**src/hw/rtl/compare_split_sort_unit_defines.svh**
```systemverilog
// assertion macros for the compare-split sort unit
`ifndef COMPARE_SPLIT_SORT_UNIT_DEFINES_SVH
`define COMPARE_SPLIT_SORT_UNIT_DEFINES_SVH

`ifndef SYNTHESIS
`define CSS_ASSERT_IMP(lbl, ante, cons) \
    lbl: assert property (@(posedge clk) disable iff (!rst_n) (ante) |-> (cons)) \
        else $error("css assertion failed");
`define CSS_ASSERT_NEXT(lbl, ante, cons) \
    lbl: assert property (@(posedge clk) disable iff (!rst_n) (ante) |=> (cons)) \
        else $error("css assertion failed");
`else
`define CSS_ASSERT_IMP(lbl, ante, cons)
`define CSS_ASSERT_NEXT(lbl, ante, cons)
`endif

`endif

```
**src/hw/rtl/css_ram.sv**
```systemverilog
module css_ram #(
    parameter int WIDTH = 33,
    parameter int DEPTH = 64
) (
    input  logic                     clk,
    input  logic                     we,
    input  logic [$clog2(DEPTH)-1:0] waddr,
    input  logic [WIDTH-1:0]         wdata,
    input  logic                     re,
    input  logic [$clog2(DEPTH)-1:0] raddr,
    output logic [WIDTH-1:0]         rdata
);
    logic [WIDTH-1:0] mem [DEPTH];

    always_ff @(posedge clk)
    begin
        if (we)
        begin
            mem[waddr] <= wdata;
        end
    end

    always_ff @(posedge clk)
    begin
        if (re)
        begin
            rdata <= mem[raddr];
        end
    end
endmodule

```
**config.mk**
```make
export PLATFORM = sky130hd
export DESIGN_NAME = css_ram
export DESIGN_NICKNAME = d
export VERILOG_FILES = /design/src/hw/rtl/compare_split_sort_unit_defines.svh /design/src/hw/rtl/css_ram.sv
export SDC_FILE = /design/constraint.sdc
export NUM_CORES = 2
export LEC_CHECK = 0
export CORE_ASPECT_RATIO = 0.5
export CORE_MARGIN = 2
export CORE_UTILIZATION = 63
export CTS_CLUSTER_SIZE = 30
export DETAILED_ROUTE_END_ITERATION = 12
export DONT_BUFFER_PORTS = 1
export PLACE_DENSITY = 0.79
export SLEW_MARGIN = 40
export SYNTH_ARGS = -nofsm -noshare
export SYNTH_HDL_FRONTEND = slang
export SYNTH_SLANG_ARGS = --single-unit
```
**constraint.sdc**
```tcl
create_clock -name clk -period 6 [get_ports clk]
set_clock_uncertainty 0.2 [all_clocks]
set_input_delay 1.2 -clock clk [delete_from_list [all_inputs] [get_ports clk]]
set_output_delay 1.2 -clock clk [all_outputs]
set_load 0.1 [all_outputs]
```
==> results.json <==
{
  "rows": 93,
  "cts.sinks": 2145,
  "post-cts-setup-buffers": 0,
  "yosys_warnings": 0,
  "power.share.clock_pct": 39.5,
  "grt_use_met1_pct": 46.6,
  "final_nets": 3766,
  "max_stage_delay_ns": 0.65,
  "setup_violations": 0,
  "async_reset_ff_share_pct": 0,
  "worstSetupStartpointType": "input port",
  "first_pass_iters": 8,
  "synth_most_common_cell": "edfxtp_1",
  "fmax_ghz": 0.233,
  "arrival_ns": 4.65,
  "die-width_um": 513,
  "p_comb_share_pct": 4.5,
  "hold_class": "input port to flip-flop",
  "syn_area_per_cell_sq_um": 22.7,
  "seqPwrFrac_pct": 55.9,
  "cp_slowest_cell": "mux4_2",
  "leakagePower_nw": 28.1,
  "p_int_mw": 23.4,
  "overflow": 0,
  "ant_nets": 0,
  "ys_ff_latch": 2145,
  "grt_pass1_vias": 41300,
  "critPathBufInv": 3,
  "htreeDepth": 4,
  "outcome": "finished, final reports clean",
  "multi_input_area_sq_mm": 0.0165,
  "min_period_ns": 4.28,
  "regArea_sq_mm": 0.0644,
  "port_buffers": 0,
  "slew_violations": 0,
  "regToRegSetupSlack_ns": 3.55,
  "worst_slew_pin_slew_ns": 1.09,
  "maxCapViolCount": 0,
  "grt_first_pass_wirelength_um": 313000,
  "synth_common_cells": "2145 x edfxtp_1, 485 x mux4_2, 102 x nand2_1",
  "cts_tree": "done",
  "syn_inst": 3598,
  "route.detailed.drc": 0,
  "placed_cell_area_sq_mm": 0.0850,
  "cts_buffer_depth": 3,
  "routabilityCongestion": 0.964,
  "top_usage_layer": "met2",
  "grt_use_total_pct": 33.6,
  "ios": 81,
  "critPathTopFamily": "buffers and inverters",
  "swShare_pct": 21.5,
  "vias": 42800,
  "use_met2_pct": 51.3,
  "numCtsBuffers": 175,
  "synth_area_leader_cell": "edfxtp_1",
  "ys_types": 45,
  "ys_seq_area_share_pct": 79.0,
  "rsz0062_at_grt": "no",
  "drive_gt1_share_pct": 25.3,
  "synth_edf_count": 2145,
  "start_util_pct": 63.4,
  "drt_iter0_drc": 8847,
  "synth_fp_nets": 3646,
  "die_h_um": 258,
  "dp_slack_ns": 1.80,
  "p_total_mw": 29.9,
  "final-hold-violation-count": 0,
  "ir_worst_vdd_v": 0.000340,
  "viasPerCell": 7.67,
  "cts_resized": 0,
  "path_clk_slew_ns": 0.08,
  "end_kind": "flip-flop",
  "timing.final.ws_setup_ns": 1.72,
  "synth_top_area_share_pct": 79.0,
  "crit_required_ns": 6.36,
  "hpwl_um": 113000,
  "fill_cells": 6544,
  "crit_fanout": 88,
  "syn_area_sq_mm": 0.0815,
  "setup_tns_ns": 0,
  "ys.flop_type": "edfxtp_1",
  "wirelength_um": 231000,
  "power_density_mw_per_mm2": 328,
  "worstSetupPathType": "input port to flip-flop",
  "crit_top_cell": "buf_16",
  "postCtsHoldBufs": 0,
  "max_slew_margin_pct": 27.2,
  "root_buffer": "clkbuf_16",
  "grt_max_degree": 553,
  "cp_cell_sequence": "buf_16, buf_16, buf_16, mux4_2, a22oi_1, nand4_1, and3_1",
  "grt_use_met3_pct": 8.41,
  "dieArea_sq_mm": 0.132,
  "final_cell_area_sq_mm": 0.0909,
  "clk_latency_ns": 0.83,
  "synth_area_leaders": "edfxtp_1 79%, mux4_2 13%, mux2i_1 1.2%",
  "period_share_pct": 71.4,
  "routedWlPerCell_um": 41.4,
  "syn_to_final_growth_pct": 11.5,
  "core_area_sq_mm": 0.129,
  "antenna_found_initial": 3,
  "p_sw_mw": 6.43
}
==> layout by cell type (no fill, tap or decap), types with 19 or more instances in the layout <==
cell / n
a211oi_1: 19
a22oi_1: 77
and3_1: 19
buf_16: 53
buf_4: 78
clkbuf_1: 33
clkbuf_16: 183
clkinv_1: 46
clkinv_2: 35
edfxtp_1: 2145
mux2i_1: 96
mux4_2: 485
nand2_1: 98
nand3_1: 82
nand4_1: 41
nor2_4: 65
nor2b_1: 22
o221ai_1: 46
o22ai_1: 59
==> through the flow <==
stage | hold WS (ns) | util [%] | cells
finish | 0.278 | 70.7 | 5576
floorplan | 0.553 | - | 3598
global route | 0.269 | 70.7 | 5574
global placement | 0.673 | 65.0 | 5182
CTS | 0.237 | 70.5 | 5562
detailed placement | 0.703 | 66.1 | 5240
==> logic make-up after synthesis <==
family	after synthesis	share of synthesized area, %
AND/OR/NAND/NOR	378	2.26
buffers and inverters	207	1.47
multiplexers	587	14.7
AO/OA/AOI/OAI	281	2.60
flip-flops	2145	79.0
==> layer usage <==
layer	vias to the layer above	share of wire, %
li1	15600	-
met1	21500	32
met5	-	0
met3	879	16
met4	0	6.5
met2	4828	46
==> flip-flops by register name (all words and copies together), names as in the netlist <==
register / flops
mem: 2112
rdata: 33
==> power by group through the flow <==
stage,Sequential (mW),Combinational [mW],Clock (mW)
finish,16.7,1.36,11.8
detailed placement,17.0,1.16,0
CTS,16.7,1.20,11.6
floorplan,17.1,0.798,0
global route,16.7,1.38,12.2
global placement,17.2,0.874,0
==> worst paths after layout <==
| path | endpoint | from | cells past startpoint |
|---|---|---|---|
| max | rdata[25] | raddr[0] | 7 |
| min reg2reg | rdata[6] | mem[41][6] | 4 |
| max reg2reg | rdata[7] | mem[37][7] | 4 |
| min | mem[42][2] | wdata[2] | 0 |
==> worst register-to-register path: stages (launching register included) <==
cell and delay (ns):
edfxtp_1 0.42, mux4_2 0.54, o221ai_1 0.67, o22ai_1 0.18, and3_1 0.20
==> cell type report <==
cell class,instances,share of cell area [%]
clock inverter,107,1.02
antenna,3,0.00826
clock buffer,215,5.15
sequential,2145,70.8
timing repair buffer,147,2.52
tap,1710,2.35
inverter,3,0.0124
multi-input combinational,1246,18.1
(Power assumes the default switching activity.)
