## src/hw/rtl/compare_split_sort_unit_defines.svh

```systemverilog
// assertion macros for the compare-split sort unit
`ifndef COMPARE_SPLIT_SORT_UNIT_DEFINES_SVH
`define COMPARE_SPLIT_SORT_UNIT_DEFINES_SVH

`ifndef SYNTHESIS
`define CSS_ASSERT_IMP(lbl, ante, cons) \
    lbl: assert property (@(posedge clk) disable iff (!rst_n) (ante) |-> (cons)) \
        else $error("css assertion failed");
`define CSS_ASSERT_NEXT(lbl, ante, cons) \
    lbl: assert property (@(posedge clk) disable iff (!rst_n) (ante) |=> (cons)) \
        else $error("css assertion failed");
`else
`define CSS_ASSERT_IMP(lbl, ante, cons)
`define CSS_ASSERT_NEXT(lbl, ante, cons)
`endif

`endif

```

## src/hw/rtl/css_pkg.sv

```systemverilog
package css_pkg;

    localparam int MAX_KEYS = 64;
    localparam int ADDR_W   = $clog2(MAX_KEYS);
    localparam int CNT_W    = $clog2(MAX_KEYS + 1);
    localparam int KEY_W    = 32;

    localparam logic CFG_KEEP_LOW  = 1'b0;
    localparam logic CFG_KEY_COUNT = 1'b1;

    typedef enum logic [1:0] {
        ST_LOAD,
        ST_SCAN,
        ST_MARK,
        ST_OUT
    } state_t;

    typedef struct packed {
        logic                    used;
        logic signed [KEY_W-1:0] key;
    } word_t;

    typedef struct packed {
        logic                    found;
        logic                    src;
        logic [ADDR_W-1:0]       addr;
        logic signed [KEY_W-1:0] key;
    } best_t;

endpackage

```

## src/hw/rtl/css_pick.sv

```systemverilog
module css_pick
    import css_pkg::*;
(
    input  logic              clk,
    input  logic              rst_n,
    input  logic              clear,
    input  logic              sample,
    input  logic [ADDR_W-1:0] addr,
    input  word_t             l_word,
    input  word_t             p_word,
    output best_t             best
);
    best_t best_reg;
    best_t best_next;
    logic                    take_local;
    logic                    cand_ok;
    logic signed [KEY_W-1:0] cand_key;

    always_comb
    begin
        take_local = !l_word.used && (p_word.used || (l_word.key <= p_word.key));
        cand_ok    = !l_word.used || !p_word.used;
        cand_key   = take_local ? l_word.key : p_word.key;
        best_next  = best_reg;
        if (clear)
        begin
            best_next.found = 1'b0;
        end
        else if (sample && cand_ok && (!best_reg.found || (cand_key < best_reg.key)))
        begin
            best_next.found = 1'b1;
            best_next.src   = !take_local;
            best_next.addr  = addr;
            best_next.key   = cand_key;
        end
    end

    always_ff @(posedge clk or negedge rst_n)
    begin
        if (!rst_n)
        begin
            best_reg <= '0;
        end
        else
        begin
            best_reg <= best_next;
        end
    end

    assign best = best_reg;
endmodule

```

## config.mk

```make
export PLATFORM = sky130hd
export DESIGN_NAME = css_pick
export DESIGN_NICKNAME = d
export VERILOG_FILES = /design/src/hw/rtl/compare_split_sort_unit_defines.svh /design/src/hw/rtl/css_pkg.sv /design/src/hw/rtl/css_pick.sv
export SDC_FILE = /design/constraint.sdc
export NUM_CORES = 1
export LEC_CHECK = 0
export BUFFER_PORTS_ARGS = -buffer_cell sky130_fd_sc_hd__buf_2
export CAP_MARGIN = 10
export CORE_ASPECT_RATIO = 0.7
export CORE_UTILIZATION = 25
export DETAILED_ROUTE_END_ITERATION = 7
export PLACE_DENSITY = 0.43
export SLEW_MARGIN = 20
export SYNTH_ARGS = -nofsm -noshare
export SYNTH_HDL_FRONTEND = slang
export SYNTH_SLANG_ARGS = --single-unit
export TNS_END_PERCENT = 50
```

## constraint.sdc

```tcl
create_clock -name clk -period 2.8 [get_ports clk]
set_clock_uncertainty 0.05 [all_clocks]
set_input_delay 0.56 -clock clk [delete_from_list [all_inputs] [get_ports clk]]
set_output_delay 0.56 -clock clk [all_outputs]
set_load 0.005 [all_outputs]
```

==> summary.md, run 1 <==
| Metric | Value |
|---|---|
| Die area | `15,900 sq um` |
| Worst Hold Class | `in2async` |
| Fin worst setup slack | `-2274 ps` |
| Req. time, crit path | `2920 ps` |
| Tmin final | `5074 ps` |
| CP Data Arrival Time | `5190 ps` |
| Pwr dens | `565.2 nW/um^2` |
| Sequential share of the synthesized area | `26.02%` |
| First-pass GRT wire length | `18.68 mm` |
| Setup TNS | `-87,760 ps` |
| #FFs+latches synth | `40` |
| Pre-Repair DR Iteration Count | `4` |
| Predominant post-synthesis flop cell | `dfrtp_1` |
| Die Span Y | `105.8 um` |
| Most frequent cells after synthesis | `inv_1 (67), ha_1 (63), mux2_4 (45)` |
| Final hold violations | `0` |
| NumNets Final | `726` |
| Initial antenna violation count | `0` |
| CTS tree | `built` |
| Buffers & Inverters on Critical Path | `5` |
| Sw Pwr | `0.001209 W` |
| CP Capture Type | `register` |
| Row count | `37` |
| Post-synth EDFFs | `0` |
| H-tree levels | `2` |
| Max Clk Rate | `0.1971 GHz` |
| CP max stage delay | `330 ps` |
| Core area | `14,860 sq um` |
| Antenna Cells | `0` |
| FF+latch area | `1001 sq um` |
| Kind of critical path | `in2reg` |
| Vias per inst | `4.386` |
| FILL cells | `1,465` |
| Layout cells sized above 1 | `59.80%` |
| Async set-reset flop share out of synthesis | `100.0%` |
| Clock power frac | `16.0%` |
| Combinational share of power | `57.7%` |
| Critical-path maximum fanout | `9` |
| Crit-path cells | `buf_8 -> ha_4 -> nand4_1 -> buf_4 -> nor4_4 -> a31oi_4 -> a31o_1 -> or2_4 -> buf_8 -> mux2_4 -> ha_4 -> a21o_1 -> a21o_1 -> a21o_1 -> a211oi_2 -> o21ai_4 -> nor3_2 -> nand3_1 -> a31oi_4 -> buf_6 -> clkbuf_16 -> mux2_4` |
| YS warnings | `0` |
| Final GP Congestion | `0.8378` |
| Final period util | `181.2%` |
| Worst path slowest cell | `or2_4` |
| Hold_ws | `168.2 ps` |
| Post-route ant nets | `0` |
| Pint | `0.002271 W` |
| Layout area overhead | `60.03%` |
| Total CTS buffers | `5` |
| Failing checks | `setup timing` |
| DRC Markers | `0` |
| Chip width | `150.3 um` |
| GRT Total Usage | `15.33%` |
| Count leader, synth | `inv_1` |
| DR iter-0 viols | `133` |
| Max FFs per register | `40` |
| Largest net degree at the start of global routing | `24` |
| Clock-pin slew on the worst setup and hold paths | `60 ps` |
| Clock latency on the worst-skew pair | `290 ps` |
| Mapped cell area | `3847 sq um` |
| Sw frac | `34.75%` |
| Hpwl dp | `9.441 mm` |
| Post-synth top area share | `26.02%` |
| VDD IR max | `253.1 uV` |
| Syn Nets | `513` |
| Seq pwr share | `26.3%` |
| Leakage | `3.164 nW` |
| Clk buf depth | `2` |
| CP dominant cell by count | `a21o_1` |
| Slew Limit Fails | `0` |
| IO Pins | `116` |
| Vias in the first global route | `3,547` |
| Launching element type of the critical path | `input pin` |
| PortBufs | `115` |
| Delay-heaviest family, CP | `compound AO/OA/AOI/OAI gates` |
| Slew @ Worst Pin | `464.3 ps` |
| Status | `finished, violations left` |
| Yosys cell types | `40` |
| Slew HR | `69.05%` |
| Syn Inst Count | `374` |
| RSZ-0062 raised after global routing | `yes` |
| MaxCap Viol Count | `0` |
| Mean Syn Cell Area | `10.29 sq um` |
| Top cells by area, synth | `dfrtp_1 (26%), ha_1 (20%), mux2_4 (18%)` |
| Initial Util | `25.89%` |
| Footprint of the multi-input gates | `2957 sq um` |
| Largest area contributor in the netlist | `dfrtp_1` |
| Via count | `3,430` |
| Root buffer cell | `clkbuf_16` |
| Sinks on Clock Net | `40` |
| Final setup violation count | `39` |
| Routed wire length | `11.81 mm` |
| Power Total | `0.003480 W` |
| Setup WS pre-CTS | `-2716 ps` |
| Remaining global-route overflow | `0` |
| Routed wire per std cell | `15.10 um` |
cells by family after synthesis:
| logic type | count (synthesis) | synth area share (%) |
|---|---|---|
| AOI/OAI and AO/OA | 58 | 9.528 |
| buffers and inverters | 76 | 9.106 |
| DFF | 40 | 26.02 |
| muxes | 71 | 25.14 |
| adders and majority gates | 63 | 20.49 |
| and+or+nand+nor | 66 | 9.724 |
routing by layer:
layer  vias up  track usage (%)  wire, um
met5         -                0         0
met4         0            2.309        59
met3         4            2.987       721
met2        95            21.26      4723
met1      1573            24.08      6306
li1       1758                -         -
stage by stage:
step | cells | utilization, % | area, sq um
floorplan | 374 | - | 4150
global placement | 757 | 37.16 | 5522
detailed placement | 757 | 37.16 | 5522
CTS | 779 | 40.64 | 6040
global route | 782 | 41.43 | 6157
finish | 782 | 41.43 | 6157
power groups by stage:
stage               sequential (W)  combinational (W)  clock (W)
global route              0.000947            0.00223   0.000607
global placement          0.000920            0.00180          0
detailed placement        0.000925            0.00180          0
finish                    0.000915            0.00201   0.000556
CTS                       0.000916            0.00193   0.000582
floorplan                 0.000936           0.000955          0
worst reg2reg max path, cell delays in order, from the launching register on:
cell and delay (ps):
dfrtp_1 340, inv_1 50, ha_1 300, a21o_1 190, a21o_1 170, a21oi_1 210
o21a_1 200, o21ai_4 90, nor3_2 200, nand3_1 140, a31oi_4 250, buf_6 150
clkbuf_16 180, mux2_4 300
cells in the final DEF, fill, tap and decap left out, drive strengths merged, types with 2 or more instances in the layout:
master / count
a211oi: 2
a21o: 9
a21oi: 23
a221oi: 2
a31o: 2
a31oi: 4
and4: 3
buf: 214
clkbuf: 7
dfrtp: 40
ha: 63
inv: 67
mux2: 70
nand2: 16
nand2b: 4
nand3: 8
nand3b: 2
nand4: 12
nor2: 11
nor3: 4
nor4: 4
o21ai: 8
o22ai: 2
timing repair:
action	in CTS	in global routing
hold buffers	0	0
cloned	2	1
gates resized for setup	59	26
endpoints found under the setup margin	39	39
pin swaps	11	14
buffers inserted	13	6
final timing paths:
| check | from | to | slack, ps | depth (start not counted) |
|---|---|---|---|---|
| worst max-delay path | l_word[19] | best[30] | -2270 | 22 |
| worst min-delay path | rst_n | best[37] | 170 | 1 |
| worst max register to register | best[25] | best[30] | -130 | 13 |
| worst min register to register | best[32] | best[32] | 460 | 1 |
| max in group asynchronous | rst_n | best[25] | 1830 | 2 |
| min in group clk | clear | best[39] | 400 | 2 |
area by class of cell:
cell class / count / share of cell area, %
inverters: 67 / 4.654
clock buffers: 6 / 2.093
multi-input cells: 258 / 48.02
clock inverters: 1 / 0.08128
repair buffers: 215 / 24.93
well taps: 195 / 3.963
flip-flops and latches: 40 / 16.26
No activity file was read; power rests on OpenSTA's default activity.
==> run 2: changes to the inputs <==
REMOVE_ABC_BUFFERS = 1   (was default)
==> summary.md, run 2 (synthesis results as in run 1) <==
| Metric | Value |
|---|---|
| Clock-pin slew on the worst setup and hold paths | `60 ps` |
| Commonest non-fill, non-tap cell in the layout | `buf_4` |
| Layout area overhead | `74.67%` |
| Post-route ant nets | `0` |
| DRC Markers | `0` |
| Fin worst setup slack | `-2009 ps` |
| Die Span Y | `105.8 um` |
| Pwr dens | `561.0 nW/um^2` |
| PortBufs | `115` |
| NumNets Final | `747` |
| Core area | `14,860 sq um` |
| Largest net degree at the start of global routing | `23` |
| Via count | `3,524` |
| Sinks on Clock Net | `40` |
| Final core occ | `45.22%` |
| Critical-path maximum fanout | `7` |
| Slew @ Worst Pin | `328.0 ps` |
| DR iter-0 viols | `93` |
| Leakage | `3.302 nW` |
| Clk buf depth | `2` |
| Row count | `37` |
| Launching element type of the critical path | `input pin` |
| Status | `finished, violations left` |
| Commonest non-fill, non-tap cells in the layout | `buf_4 (110), buf_2 (82), mux2_4 (55)` |
| CP Data Arrival Time | `4930 ps` |
| Placed cell areas | `5378 sq um` |
| Slew Limit Fails | `0` |
| Final setup violation count | `39` |
| Final Cell Area | `6720 sq um` |
| CP Capture Type | `register` |
| Layout cells sized above 1 | `68.31%` |
| Worst Hold Class | `in2async` |
| Req. time, crit path | `2920 ps` |
| Final hold violations | `0` |
| Initial Util | `25.89%` |
| Routed wire per std cell | `15.56 um` |
| Total CTS buffers | `5` |
| Max Clk Rate | `0.2080 GHz` |
| Chip width | `150.3 um` |
| Final period util | `171.7%` |
| Slew HR | `77.97%` |
| Final GP Congestion | `0.8053` |
| Pre-Repair DR Iteration Count | `4` |
| Die area | `15,900 sq um` |
| CTS tree | `built` |
| FILL cells | `1,395` |
| GRT Total Usage | `15.60%` |
| First-pass GRT wire length | `19.06 mm` |
| Hpwl dp | `9.381 mm` |
| Initial antenna violation count | `0` |
| Max FFs per register | `40` |
| Routed wire length | `12.51 mm` |
| H-tree levels | `2` |
| Vias in the first global route | `3,663` |
| Tmin final | `4809 ps` |
| VDD IR max | `201.6 uV` |
| Antenna Cells | `0` |
| MaxCap Viol Count | `0` |
| Hold_buf cts | `0` |
| Clock latency on the worst-skew pair | `280 ps` |
| Kind of critical path | `in2reg` |
| Vias per inst | `4.383` |
| Root buffer cell | `clkbuf_16` |
| Remaining global-route overflow | `0` |
| RSZ-0062 raised after global routing | `yes` |
| Failing checks | `setup timing` |
| IO Pins | `116` |
| Setup WS pre-CTS | `-2843 ps` |
[run 2: cell types whose count changed in the layout (fill, tap and decap cells not counted), moves of 4 or more]
cell | before | now
inv_1 | 52 | 43
ha_4 | 23 | 39
a21oi_1 | 18 | 8
a21oi_2 | 5 | 12
inv_4 | 9 | 5
mux2_4 | 61 | 55
buf_2 | 97 | 82
ha_1 | 40 | 22
buf_4 | 92 | 110
buf_6 | 15 | 29
inv_2 | 5 | 19
[run 2: path summary, 6_finish.rpt]
kind                       startpoint  endpoint  slack, ps  cells after the start
setup / recovery           l_word[16]  best[28]      -2010                     24
hold / removal                  rst_n  best[28]        210                      2
setup reg to reg             best[17]  best[28]       -160                     13
hold reg to reg              best[35]  best[35]        430                      1
max in group asynchronous       rst_n  best[18]       2220                      2
min in group clk                clear  best[39]        400                      2
[run 2: final cells by class]
type / instances / area, sq um / share of cell area (%)
inverters: 67 / 264.0 / 3.928
well taps: 195 / 244.0 / 3.631
repair buffers: 236 / 1826 / 27.16
clock inverters: 2 / 10.01 / 0.1489
multi-input cells: 258 / 3237 / 48.17
clock buffers: 6 / 138.9 / 2.067
flip-flops and latches: 40 / 1001 / 14.89
[run 2: power by group]
part / switching [W] / internal (W)
Sequential: 0.000132 / 0.000778
Combinational: 0.000944 / 0.00131
Clock: 0.000250 / 0.000352
[run 2: timing repair]
action	CTS	global route
endpoints found under the setup margin	39	39
pin swaps	25	57
resized for setup	105	98
cloned	2	1
setup buffers	9	7
[run 2: worst max-delay path: stages]
cell and delay, ps:
buf_4 130, ha_4 250, nand4_1 100, buf_6 150
nor4_4 340, a31oi_4 140, a31o_1 230, or2_4 300
buf_12 170, buf_8 130, buf_4 140, buf_4 150
mux2_4 310, ha_1 270, o21ai_1 120, nand2b_1 80
a21oi_2 180, nor4_2 80, nor4_2 170, a21oi_2 80
a31oi_4 260, buf_6 170, buf_12 130, mux2_4 300
[run 2: through the flow]
stage                     hold slack (ps)  instances  power (W)  TNS [ps]
after floorplan                     214.4        365   0.001805   -156260
after global placement              412.7        780   0.002695   -112530
after detailed placement            422.3        780   0.002710   -109330
after CTS                           225.4        799   0.003549    -81290
after global routing                235.4        804   0.004063    -84260
final                               210.1        804   0.003770    -77450
[run 2: layer usage]
layer  wire (um)  track usage (%)  vias to the layer above
li1            -                -                     1798
met1        6543            23.67                     1652
met2        5339            22.81                       72
met3         594            3.420                        2
met4          36            1.515                        0
met5           0                0                        -
